--- src/rtl/fedl_pkg.sv ---
package fedl_pkg;

  localparam int unsigned CODE_W = 16;
  localparam int unsigned TYPE_W = 3;
  localparam int unsigned TYPE_LSB = 13;

  localparam logic [1:0] MODE_ASSERT   = 2'd0;
  localparam logic [1:0] MODE_DEASSERT = 2'd1;
  localparam logic [1:0] MODE_CLR_TYPE = 2'd2;
  localparam logic [1:0] MODE_CLR_ALL  = 2'd3;

  localparam logic [2:0] STS_LOGGED    = 3'd0;
  localparam logic [2:0] STS_DUPLICATE = 3'd1;
  localparam logic [2:0] STS_FREED     = 3'd2;
  localparam logic [2:0] STS_NOT_FOUND = 3'd3;
  localparam logic [2:0] STS_FULL      = 3'd4;
  localparam logic [2:0] STS_CLEARED   = 3'd5;

  typedef struct packed {
    logic [1:0]        mode;
    logic [CODE_W-1:0] fault_code;
    logic [TYPE_W-1:0] target_type;
  } in_item_t;

  typedef struct packed {
    logic [2:0]  status;
    logic [7:0]  log_slot;
    logic [11:0] sequence_index;
    logic [7:0]  log_count;
  } out_item_t;

  typedef enum logic [2:0] {
    ST_INIT,
    ST_IDLE,
    ST_SCAN,
    ST_SWEEP,
    ST_COMMIT
  } fedl_state_e;

  // controller -> datapath
  typedef struct packed {
    logic load;
    logic scan;
    logic sweep;
    logic commit;
  } fedl_cmd_t;

  // datapath -> controller
  typedef struct packed {
    logic scan_done;
    logic sweep_done;
    logic out_free;
  } fedl_sts_t;

  function automatic logic [TYPE_W-1:0] type_of_code(input logic [CODE_W-1:0] code);
    type_of_code = code[TYPE_LSB +: TYPE_W];
  endfunction

endpackage

--- src/rtl/fedl_ram.sv ---
module fedl_ram #(
  parameter int unsigned WIDTH = 16,
  parameter int unsigned DEPTH = 256
) (
  input  logic                     clk_i,
  input  logic                     we_i,
  input  logic [$clog2(DEPTH)-1:0] waddr_i,
  input  logic [WIDTH-1:0]         wdata_i,
  input  logic                     re_i,
  input  logic [$clog2(DEPTH)-1:0] raddr_i,
  output logic [WIDTH-1:0]         rdata_o
);

  logic [WIDTH-1:0] mem_q [DEPTH];
  logic [WIDTH-1:0] rdata_q;

  always_ff @(posedge clk_i) begin
    if (we_i) begin
      mem_q[waddr_i] <= wdata_i;
    end
    if (re_i) begin
      rdata_q <= mem_q[raddr_i];
    end
  end

  assign rdata_o = rdata_q;

endmodule

--- src/rtl/fedl_ctrl.sv ---
module fedl_ctrl (
  input  logic               clk_i,
  input  logic               rst_ni,
  input  logic               in_valid_i,
  input  logic [1:0]         in_mode_i,
  output logic               in_stall_o,
  input  fedl_pkg::fedl_sts_t sts_i,
  output fedl_pkg::fedl_cmd_t cmd_o
);
  import fedl_pkg::*;

  fedl_state_e state_q, state_d;

  always_ff @(posedge clk_i or negedge rst_ni) begin
    if (!rst_ni) begin
      state_q <= ST_INIT;
    end else begin
      state_q <= state_d;
    end
  end

  always_comb begin
    state_d    = state_q;
    cmd_o      = '0;
    in_stall_o = 1'b1;
    case (state_q)
      ST_INIT: begin
        cmd_o.sweep = 1'b1;
        if (sts_i.sweep_done) begin
          state_d = ST_IDLE;
        end
      end
      ST_IDLE: begin
        in_stall_o = 1'b0;
        if (in_valid_i) begin
          cmd_o.load = 1'b1;
          state_d    = (in_mode_i == MODE_CLR_ALL) ? ST_SWEEP : ST_SCAN;
        end
      end
      ST_SCAN: begin
        cmd_o.scan = 1'b1;
        if (sts_i.scan_done) begin
          state_d = ST_COMMIT;
        end
      end
      ST_SWEEP: begin
        cmd_o.sweep = 1'b1;
        if (sts_i.sweep_done) begin
          state_d = ST_COMMIT;
        end
      end
      ST_COMMIT: begin
        if (sts_i.out_free) begin
          cmd_o.commit = 1'b1;
          state_d      = ST_IDLE;
        end
      end
      default: begin
        state_d = ST_INIT;
      end
    endcase
  end

endmodule

--- src/rtl/fedl_dpath.sv ---
module fedl_dpath #(
  parameter int unsigned TABLE_ENTRIES = 256,
  parameter int unsigned LOG_SLOTS     = 128,
  parameter int unsigned SEQ_LIMIT     = 4095
) (
  input  logic                 clk_i,
  input  logic                 rst_ni,
  input  fedl_pkg::in_item_t   in_item_i,
  input  logic                 cfg_we_i,
  input  logic [2:0]           cfg_wdata_i,
  input  fedl_pkg::fedl_cmd_t  cmd_i,
  output fedl_pkg::fedl_sts_t  sts_o,
  output logic                 out_valid_o,
  input  logic                 out_stall_i,
  output fedl_pkg::out_item_t  out_item_o
);
  import fedl_pkg::*;

  localparam int unsigned IDX_W  = $clog2(TABLE_ENTRIES);
  localparam int unsigned CNT_W  = $clog2(TABLE_ENTRIES + 1);
  localparam int unsigned SLOT_W = $clog2(LOG_SLOTS + 1);
  localparam int unsigned SEQ_W  = $clog2(SEQ_LIMIT + 1);
  localparam logic [CNT_W-1:0]  END_CNT  = CNT_W'(TABLE_ENTRIES);
  localparam logic [SLOT_W-1:0] SLOT_MAX = SLOT_W'(LOG_SLOTS);
  localparam logic [SEQ_W-1:0]  SEQ_MAX  = SEQ_W'(SEQ_LIMIT);

  in_item_t          item_q;
  logic [TYPE_W-1:0] temp_type_q;

  logic [CNT_W-1:0]  addr_q, addr_d;
  logic              at_end;
  logic              rd_vld_q;
  logic [IDX_W-1:0]  rd_idx_q;
  logic              match_hit_q, match_hit_d;
  logic [IDX_W-1:0]  match_idx_q, match_idx_d;
  logic              free_hit_q, free_hit_d;
  logic [IDX_W-1:0]  free_idx_q, free_idx_d;

  logic [SLOT_W-1:0] slot_q, slot_d;
  logic [SEQ_W-1:0]  seq_q, seq_d;
  logic [SLOT_W-1:0] cnt_q, cnt_d;

  logic              out_valid_q, out_valid_d;
  out_item_t         out_q, res;

  logic              ram_we, ram_re;
  logic [IDX_W-1:0]  ram_waddr;
  logic [CODE_W-1:0] ram_wdata, ram_rdata;

  logic              is_temp, dup, do_log;

  fedl_ram #(
    .WIDTH(CODE_W),
    .DEPTH(TABLE_ENTRIES)
  ) u_table (
    .clk_i  (clk_i),
    .we_i   (ram_we),
    .waddr_i(ram_waddr),
    .wdata_i(ram_wdata),
    .re_i   (ram_re),
    .raddr_i(addr_q[IDX_W-1:0]),
    .rdata_o(ram_rdata)
  );

  assign at_end  = (addr_q == END_CNT);
  assign ram_re  = cmd_i.scan && !at_end;
  assign is_temp = (type_of_code(item_q.fault_code) == temp_type_q);
  assign dup     = !is_temp && match_hit_q;
  assign do_log  = cmd_i.commit && (item_q.mode == MODE_ASSERT) && !dup && free_hit_q;

  always_comb begin
    addr_d = addr_q;
    if (cmd_i.load) begin
      addr_d = '0;
    end else if ((cmd_i.scan || cmd_i.sweep) && !at_end) begin
      addr_d = addr_q + 1'b1;
    end
  end

  always_comb begin
    match_hit_d = match_hit_q;
    match_idx_d = match_idx_q;
    free_hit_d  = free_hit_q;
    free_idx_d  = free_idx_q;
    if (cmd_i.load) begin
      match_hit_d = 1'b0;
      free_hit_d  = 1'b0;
    end else if (rd_vld_q) begin
      if (!match_hit_q && ram_rdata == item_q.fault_code) begin
        match_hit_d = 1'b1;
        match_idx_d = rd_idx_q;
      end
      if (!free_hit_q && ram_rdata == '0) begin
        free_hit_d = 1'b1;
        free_idx_d = rd_idx_q;
      end
    end
  end

  always_comb begin
    ram_we    = 1'b0;
    ram_waddr = addr_q[IDX_W-1:0];
    ram_wdata = '0;
    if (cmd_i.sweep && !at_end) begin
      ram_we = 1'b1;
    end else if (rd_vld_q && item_q.mode == MODE_CLR_TYPE &&
                 type_of_code(ram_rdata) == item_q.target_type) begin
      ram_we    = 1'b1;
      ram_waddr = rd_idx_q;
    end else if (do_log) begin
      ram_we    = 1'b1;
      ram_waddr = free_idx_q;
      ram_wdata = item_q.fault_code;
    end else if (cmd_i.commit && item_q.mode == MODE_DEASSERT && !is_temp && match_hit_q) begin
      ram_we    = 1'b1;
      ram_waddr = match_idx_q;
    end
  end

  always_comb begin
    slot_d = slot_q;
    seq_d  = seq_q;
    cnt_d  = cnt_q;
    res    = '0;
    if (cmd_i.commit) begin
      case (item_q.mode)
        MODE_ASSERT: begin
          if (dup) begin
            res.status = STS_DUPLICATE;
          end else if (free_hit_q) begin
            res.status         = STS_LOGGED;
            res.log_slot       = 8'(slot_q);
            res.sequence_index = 12'(seq_q);
            slot_d = (slot_q >= SLOT_MAX) ? SLOT_W'(1) : slot_q + 1'b1;
            seq_d  = (seq_q >= SEQ_MAX) ? SEQ_W'(1) : seq_q + 1'b1;
            if (cnt_q < SLOT_MAX) begin
              cnt_d = cnt_q + 1'b1;
            end
          end else begin
            res.status = STS_FULL;
          end
        end
        MODE_DEASSERT: begin
          res.status = (!is_temp && match_hit_q) ? STS_FREED : STS_NOT_FOUND;
        end
        MODE_CLR_TYPE: begin
          res.status = STS_CLEARED;
        end
        MODE_CLR_ALL: begin
          res.status = STS_CLEARED;
          seq_d      = '0;
          cnt_d      = '0;
        end
        default: begin
          res.status = STS_CLEARED;
        end
      endcase
      res.log_count = 8'(cnt_d);
    end
  end

  always_comb begin
    out_valid_d = out_valid_q && out_stall_i;
    if (cmd_i.commit) begin
      out_valid_d = 1'b1;
    end
  end

  always_ff @(posedge clk_i or negedge rst_ni) begin
    if (!rst_ni) begin
      temp_type_q <= '0;
      addr_q      <= '0;
      rd_vld_q    <= 1'b0;
      match_hit_q <= 1'b0;
      free_hit_q  <= 1'b0;
      slot_q      <= SLOT_W'(1);
      seq_q       <= SEQ_W'(1);
      cnt_q       <= '0;
      out_valid_q <= 1'b0;
    end else begin
      if (cfg_we_i) begin
        temp_type_q <= cfg_wdata_i;
      end
      addr_q      <= addr_d;
      rd_vld_q    <= ram_re;
      match_hit_q <= match_hit_d;
      free_hit_q  <= free_hit_d;
      slot_q      <= slot_d;
      seq_q       <= seq_d;
      cnt_q       <= cnt_d;
      out_valid_q <= out_valid_d;
    end
  end

  always_ff @(posedge clk_i) begin
    if (cmd_i.load) begin
      item_q <= in_item_i;
    end
    if (cmd_i.commit) begin
      out_q <= res;
    end
    rd_idx_q    <= addr_q[IDX_W-1:0];
    match_idx_q <= match_idx_d;
    free_idx_q  <= free_idx_d;
  end

  assign sts_o.scan_done  = at_end && !rd_vld_q;
  assign sts_o.sweep_done = at_end;
  assign sts_o.out_free   = !out_valid_q || !out_stall_i;

  assign out_valid_o = out_valid_q;
  assign out_item_o  = out_q;

endmodule

--- src/rtl/fault_event_dedup_logger.sv ---
// Fault event logger with duplicate suppression. Each input transfer is one
// event (assert, deassert, clear one type, clear all) and yields exactly one
// output transfer. The active-code table sits in a single RAM that is walked
// one entry per cycle, through its registered read port for every event but
// clear-all, which only writes. After reset a clearing pass zeroes the table
// while in_stall_o is held high. The result register holds a finished
// result while the next event is taken in.
module fault_event_dedup_logger #(
  parameter int unsigned TABLE_ENTRIES = 256,
  parameter int unsigned LOG_SLOTS     = 128,
  parameter int unsigned SEQ_LIMIT     = 4095
) (
  input  logic                clk_i,
  input  logic                rst_ni,
  input  logic                in_valid_i,
  output logic                in_stall_o,
  input  fedl_pkg::in_item_t  in_item_i,
  output logic                out_valid_o,
  input  logic                out_stall_i,
  output fedl_pkg::out_item_t out_item_o,
  input  logic                cfg_we_i,
  input  logic [2:0]          cfg_wdata_i
);
  import fedl_pkg::*;

  fedl_cmd_t cmd;
  fedl_sts_t sts;

  fedl_ctrl u_ctrl (
    .clk_i     (clk_i),
    .rst_ni    (rst_ni),
    .in_valid_i(in_valid_i),
    .in_mode_i (in_item_i.mode),
    .in_stall_o(in_stall_o),
    .sts_i     (sts),
    .cmd_o     (cmd)
  );

  fedl_dpath #(
    .TABLE_ENTRIES(TABLE_ENTRIES),
    .LOG_SLOTS    (LOG_SLOTS),
    .SEQ_LIMIT    (SEQ_LIMIT)
  ) u_dpath (
    .clk_i      (clk_i),
    .rst_ni     (rst_ni),
    .in_item_i  (in_item_i),
    .cfg_we_i   (cfg_we_i),
    .cfg_wdata_i(cfg_wdata_i),
    .cmd_i      (cmd),
    .sts_o      (sts),
    .out_valid_o(out_valid_o),
    .out_stall_i(out_stall_i),
    .out_item_o (out_item_o)
  );

`ifndef NO_ASSERTIONS
  a_busy_after_accept: assert property (@(posedge clk_i) disable iff (!rst_ni)
    in_valid_i && !in_stall_o |=> in_stall_o)
    else $error("input not stalled after a transfer");

  a_result_from_busy: assert property (@(posedge clk_i) disable iff (!rst_ni)
    $rose(out_valid_o) |-> $past(in_stall_o))
    else $error("result produced without an event in progress");

  a_no_slot_unless_logged: assert property (@(posedge clk_i) disable iff (!rst_ni)
    out_valid_o && out_item_o.status != STS_LOGGED |->
      out_item_o.log_slot == '0 && out_item_o.sequence_index == '0)
    else $error("slot or sequence given to an event that was not logged");
`endif

endmodule

--- config.mk ---
export PLATFORM = sky130hd
export DESIGN_NAME = fault_event_dedup_logger
export DESIGN_NICKNAME = d
export VERILOG_FILES = /design/src/rtl/fedl_pkg.sv /design/src/rtl/fedl_ram.sv /design/src/rtl/fedl_ctrl.sv /design/src/rtl/fedl_dpath.sv /design/src/rtl/fault_event_dedup_logger.sv
export SDC_FILE = /design/constraint.sdc
export NUM_CORES = 2
export LEC_CHECK = 0
export BUFFER_PORTS_ARGS = -buffer_cell sky130_fd_sc_hd__buf_2
export CORE_MARGIN = 10
export CORE_UTILIZATION = 50
export CTS_CLUSTER_SIZE = 10
export DETAILED_ROUTE_END_ITERATION = 8
export PLACE_DENSITY_LB_ADDON = 0.2
export SLEW_MARGIN = 10
export SYNTH_ARGS = -nofsm -noshare
export SYNTH_HDL_FRONTEND = slang
export SYNTH_HIERARCHICAL = 1
export SYNTH_SLANG_ARGS = --single-unit
--- constraint.sdc ---
create_clock -name clk_i -period 7.6 [get_ports clk_i]
set_input_delay 0 -clock clk_i [delete_from_list [all_inputs] [get_ports clk_i]]
set_output_delay 0 -clock clk_i [all_outputs]
set_load 0.02 [all_outputs]
==> flow_summary.json <==
{
  "status": "completed",
  "timing.final.ws_setup_ps": 1400,
  "cts_tree": "built",
  "min_period_ps": 6200,
  "cts_max_level": 5,
  "vias": 83600,
  "r2r_slack_ps": 1400,
  "drt-total-wl_um": 440000,
  "finalSetupTns_ps": 0,
  "rr_worst_depth": 11,
  "rows": 210,
  "tightest_slew_ps": 1380,
  "grt_pass1_wl_um": 624000,
  "synth_top_family_by_area": "multiplexers",
  "clockBufferDepth": 4,
  "drtAntennaViolNets": 0,
  "final_max_slew_viol_count": 0,
  "combPwrFrac": 0.243,
  "switching_share": 0.308,
  "cp_data_required_time_ps": 8270,
  "yosys.area_share.adder": 0.000911,
  "final_area_mm2": 0.184,
  "vias_per_cell": 6.55,
  "ios": 62,
  "crit_path_start_kind": "register",
  "r2r_start": "u_dpath/item_q[19]",
  "drive_gt1_frac": 0.233,
  "ys_seq_area_frac": 0.770,
  "rr_endpoint": "u_dpath/u_table/mem_q[117][10]",
  "die_h_um": 594,
  "root_buffer": "clkbuf_16",
  "min_period_over_period": 0.815,
  "multi_input_comb_area_mm2": 0.0355,
  "antenna_found_initial": 24,
  "post_cts_resized": 0,
  "dieArea_mm2": 0.353,
  "place.gp.congestion": 0.881,
  "seqCellArea_mm2": 0.127,
  "grt_pass1_vias": 81800,
  "grt_max_degree": 201,
  "p_leak_uw": 0.0498,
  "initial_core_util": 0.503,
  "clk_pin_slew_ps": 60,
  "hold_class": "in2async",
  "syn_inst": 7873,
  "postCtsSetupBuffers": 0,
  "worstPathMaxFanout": 20,
  "numCtsBuffers": 466,
  "cellPowerDensity_mw_per_mm2": 331,
  "coreArea_mm2": 0.328,
  "postSynthAreaPerCell_um2": 20.9,
  "fmax_mhz": 161,
  "n_fill_cell": 23800,
  "synthMuxAreaShare": 0.150,
  "post_dp_cell_area_mm2": 0.171,
  "drcViolationCount": 0,
  "fin_nets": 8352,
  "clock_power_share": 0.320,
  "rsz0062_at_grt": "no",
  "synth-simple-area-share": 0.0218,
  "total_power_uw": 60900,
  "synth_cell_types": 82,
  "syn_to_final_growth_pct": 11.8,
  "crit_path_end_kind": "register",
  "synth_fp_nets": 7914,
  "critPathArrivalTime_ps": 6870,
  "clock-sinks": 4235,
  "synth_seq_cells": 4235,
  "wire_per_inst_um": 34.4,
  "synth_area_leaders": "edfxtp_1 (76%), mux4_2 (11%), mux2i_1 (3.5%)",
  "hold_viol": 0,
  "numPortBuffers": 61,
  "p_int_uw": 42100,
  "pre_cts_ws_ps": 1660,
  "clock_latency_ps": 990,
  "peakVddDrop_mv": 0.351,
  "grt_overflow_total": 0,
  "max_cap_violations": 0,
  "setup_viol": 0,
  "async_reset_ff_frac": 0.0111,
  "ys.flop_type": "edfxtp_1",
  "die_w_um": 594,
  "synth_top_area_share": 0.762,
  "seq_power_share": 0.437,
  "relSlewSlack": 0.0799,
  "first_iter_violations": 11700,
  "skew_ps": 42.4,
  "yosysTopAreaCell": "edfxtp_1",
  "synth_compound_area_frac": 0.0383,
  "synth_area_mm2": 0.165,
  "p_switching_uw": 18800,
  "track_usage": 0.243,
  "detailed_place_hpwl_um": 262000,
  "ys_warn_count": 6,
  "yosys.area_share.xor_xnor": 0.00213,
  "first_pass_iters": 7,
  "worst-setup-path-type": "reg2reg",
  "synth-edff-count": 4180
}
[cells in the mapped netlist, types with 5 or more instances]
cell,count
a21o_1,6
buf_4,28
buf_8,11
edfxtp_1,4180
dfxtp_1,8
o21ai_0,52
nor3_1,98
ha_1,12
o31ai_1,18
buf_1,27
a211oi_1,20
nand2_1,63
dfrtp_1,45
o32ai_1,20
xor2_1,26
inv_1,18
nand2b_1,7
a21oi_1,191
nand4_1,36
o221ai_1,259
mux4_2,797
nand3b_1,5
a22o_1,35
o22ai_1,149
and3_1,20
clkbuf_1,239
buf_2,83
nor3b_1,5
a221oi_1,28
a22oi_1,45
buf_6,80
nor4_1,28
buf_12,5
o21ai_1,15
nor2_1,349
or2_2,5
mux2i_1,570
and2_1,38
mux2_2,92
a2111oi_0,7
nor2b_1,13
a2bb2oi_1,7
a31oi_1,9
xnor2_1,14
nand3_1,56
[placed cells by master, fill, tap and decap left out, types with 10 or more instances in the layout]
cell type / n
nand3_1: 46
a21oi_1: 191
buf_12: 30
xor2_1: 26
o31ai_1: 18
o21ai_1: 18
and2_4: 17
mux4_2: 797
diode_2: 10
buf_4: 293
nor2b_1: 13
clkinv_16: 10
edfxtp_1: 4180
a221oi_1: 28
nor4_1: 25
nand3_2: 10
a211oi_1: 20
a22oi_1: 45
o21ai_0: 49
buf_2: 61
mux2i_1: 570
nand4_1: 36
mux2_2: 92
o221ai_1: 259
dfrtp_1: 40
o32ai_1: 20
and2_1: 22
clkbuf_1: 62
nand2_1: 62
nor2_2: 105
nor3_1: 95
o22ai_1: 149
and3_1: 20
inv_1: 16
clkbuf_16: 469
xnor2_1: 14
a22o_1: 35
ha_1: 12
dlygate4sd3_1: 58
nor2_1: 238
[registers in the layout (all words and copies together), names as in the netlist, 3 cells and up]
name                     flops
u_dpath/seq_q               12
u_dpath/cnt_q                8
u_dpath/temp_type_q          3
u_dpath/match_idx_q          8
u_dpath/rd_idx_q             8
u_dpath/free_idx_q           8
u_ctrl/state_q               3
u_dpath/u_table/mem_q     4096
u_dpath/u_table/rdata_o     16
u_dpath/addr_q               9
u_dpath/slot_q               8
u_dpath/item_q              21
u_dpath/out_item_o          31
[cell type report]
class                   instances  share of cell area
clock inverters                33             0.00306
inverters                      19            0.000455
multi-input cells            3146               0.193
diodes                         10            0.000136
flip-flops and latches       4235               0.689
clock buffers                 533              0.0651
repair buffers                443              0.0201
well taps                    4346              0.0295
[per-stage QoR]
step | util | hold slack, ps | std cells
finish | 0.562 | 259 | 12800
global route | 0.562 | 244 | 12800
CTS | 0.562 | 201 | 12800
detailed placement | 0.522 | 165 | 12100
global placement | 0.522 | 157 | 12100
floorplan | - | -296 | 7873
[per-layer routing]
layer  up-vias  GRT usage  wire [um]
met5         -          0         60
li1      33800          -          -
met1     44600      0.356     177000
met4        10     0.0765      15500
met3       711     0.0557      45800
met2      4512      0.366     201000
[how the worst max path moves through the flow]
stage,start,to,depth (start not counted)
after floorplan,u_ctrl/state_q[1],u_dpath/u_table/mem_q[0][10],9
after global placement,u_ctrl/state_q[1],u_dpath/u_table/mem_q[40][13],12
after detailed placement,u_dpath/item_q[19],u_dpath/u_table/mem_q[40][14],11
after CTS,u_dpath/item_q[19],u_dpath/u_table/mem_q[117][6],11
after global routing,u_ctrl/state_q[1],u_dpath/u_table/mem_q[117][10],12
final,u_dpath/item_q[19],u_dpath/u_table/mem_q[117][10],11
[power groups by stage]
stage | combinational, uW | clock, uW | sequential, uW
6_report | 14800 | 19500 | 26600
5_1_grt | 15300 | 20800 | 26700
4_1_cts | 14700 | 19800 | 26600
2_1_floorplan | 9860 | 0 | 26700
3_5_place_dp | 14600 | 0 | 27100
3_3_place_gp | 14600 | 0 | 27100
[cells by family after synthesis]
group / Yosys count
buffers and inverters: 492
AO/OA/AOI/OAI: 883
adder cells (fa/ha/maj): 12
XOR/XNOR: 40
AND/OR/NAND/NOR: 752
flip-flops: 4235
multiplexers: 1459
[worst max-delay path, cell delays in order, from the launching register on]
cell       delay (ps)
edfxtp_1          450
inv_1             140
ha_1              360
nand2_1           200
nor2_2            330
nand2_2           410
a31oi_4           420
a2bb2oi_1         660
nor2b_1           630
nand3_2           960
nor2_1            990
buf_4             310
[repair_timing]
item	in CTS	in global routing
setup endpoints to repair	0	0
hold endpoints to repair	157	0
hold buffers	58	0
Note: power is estimated with default switching activity, not from simulation.
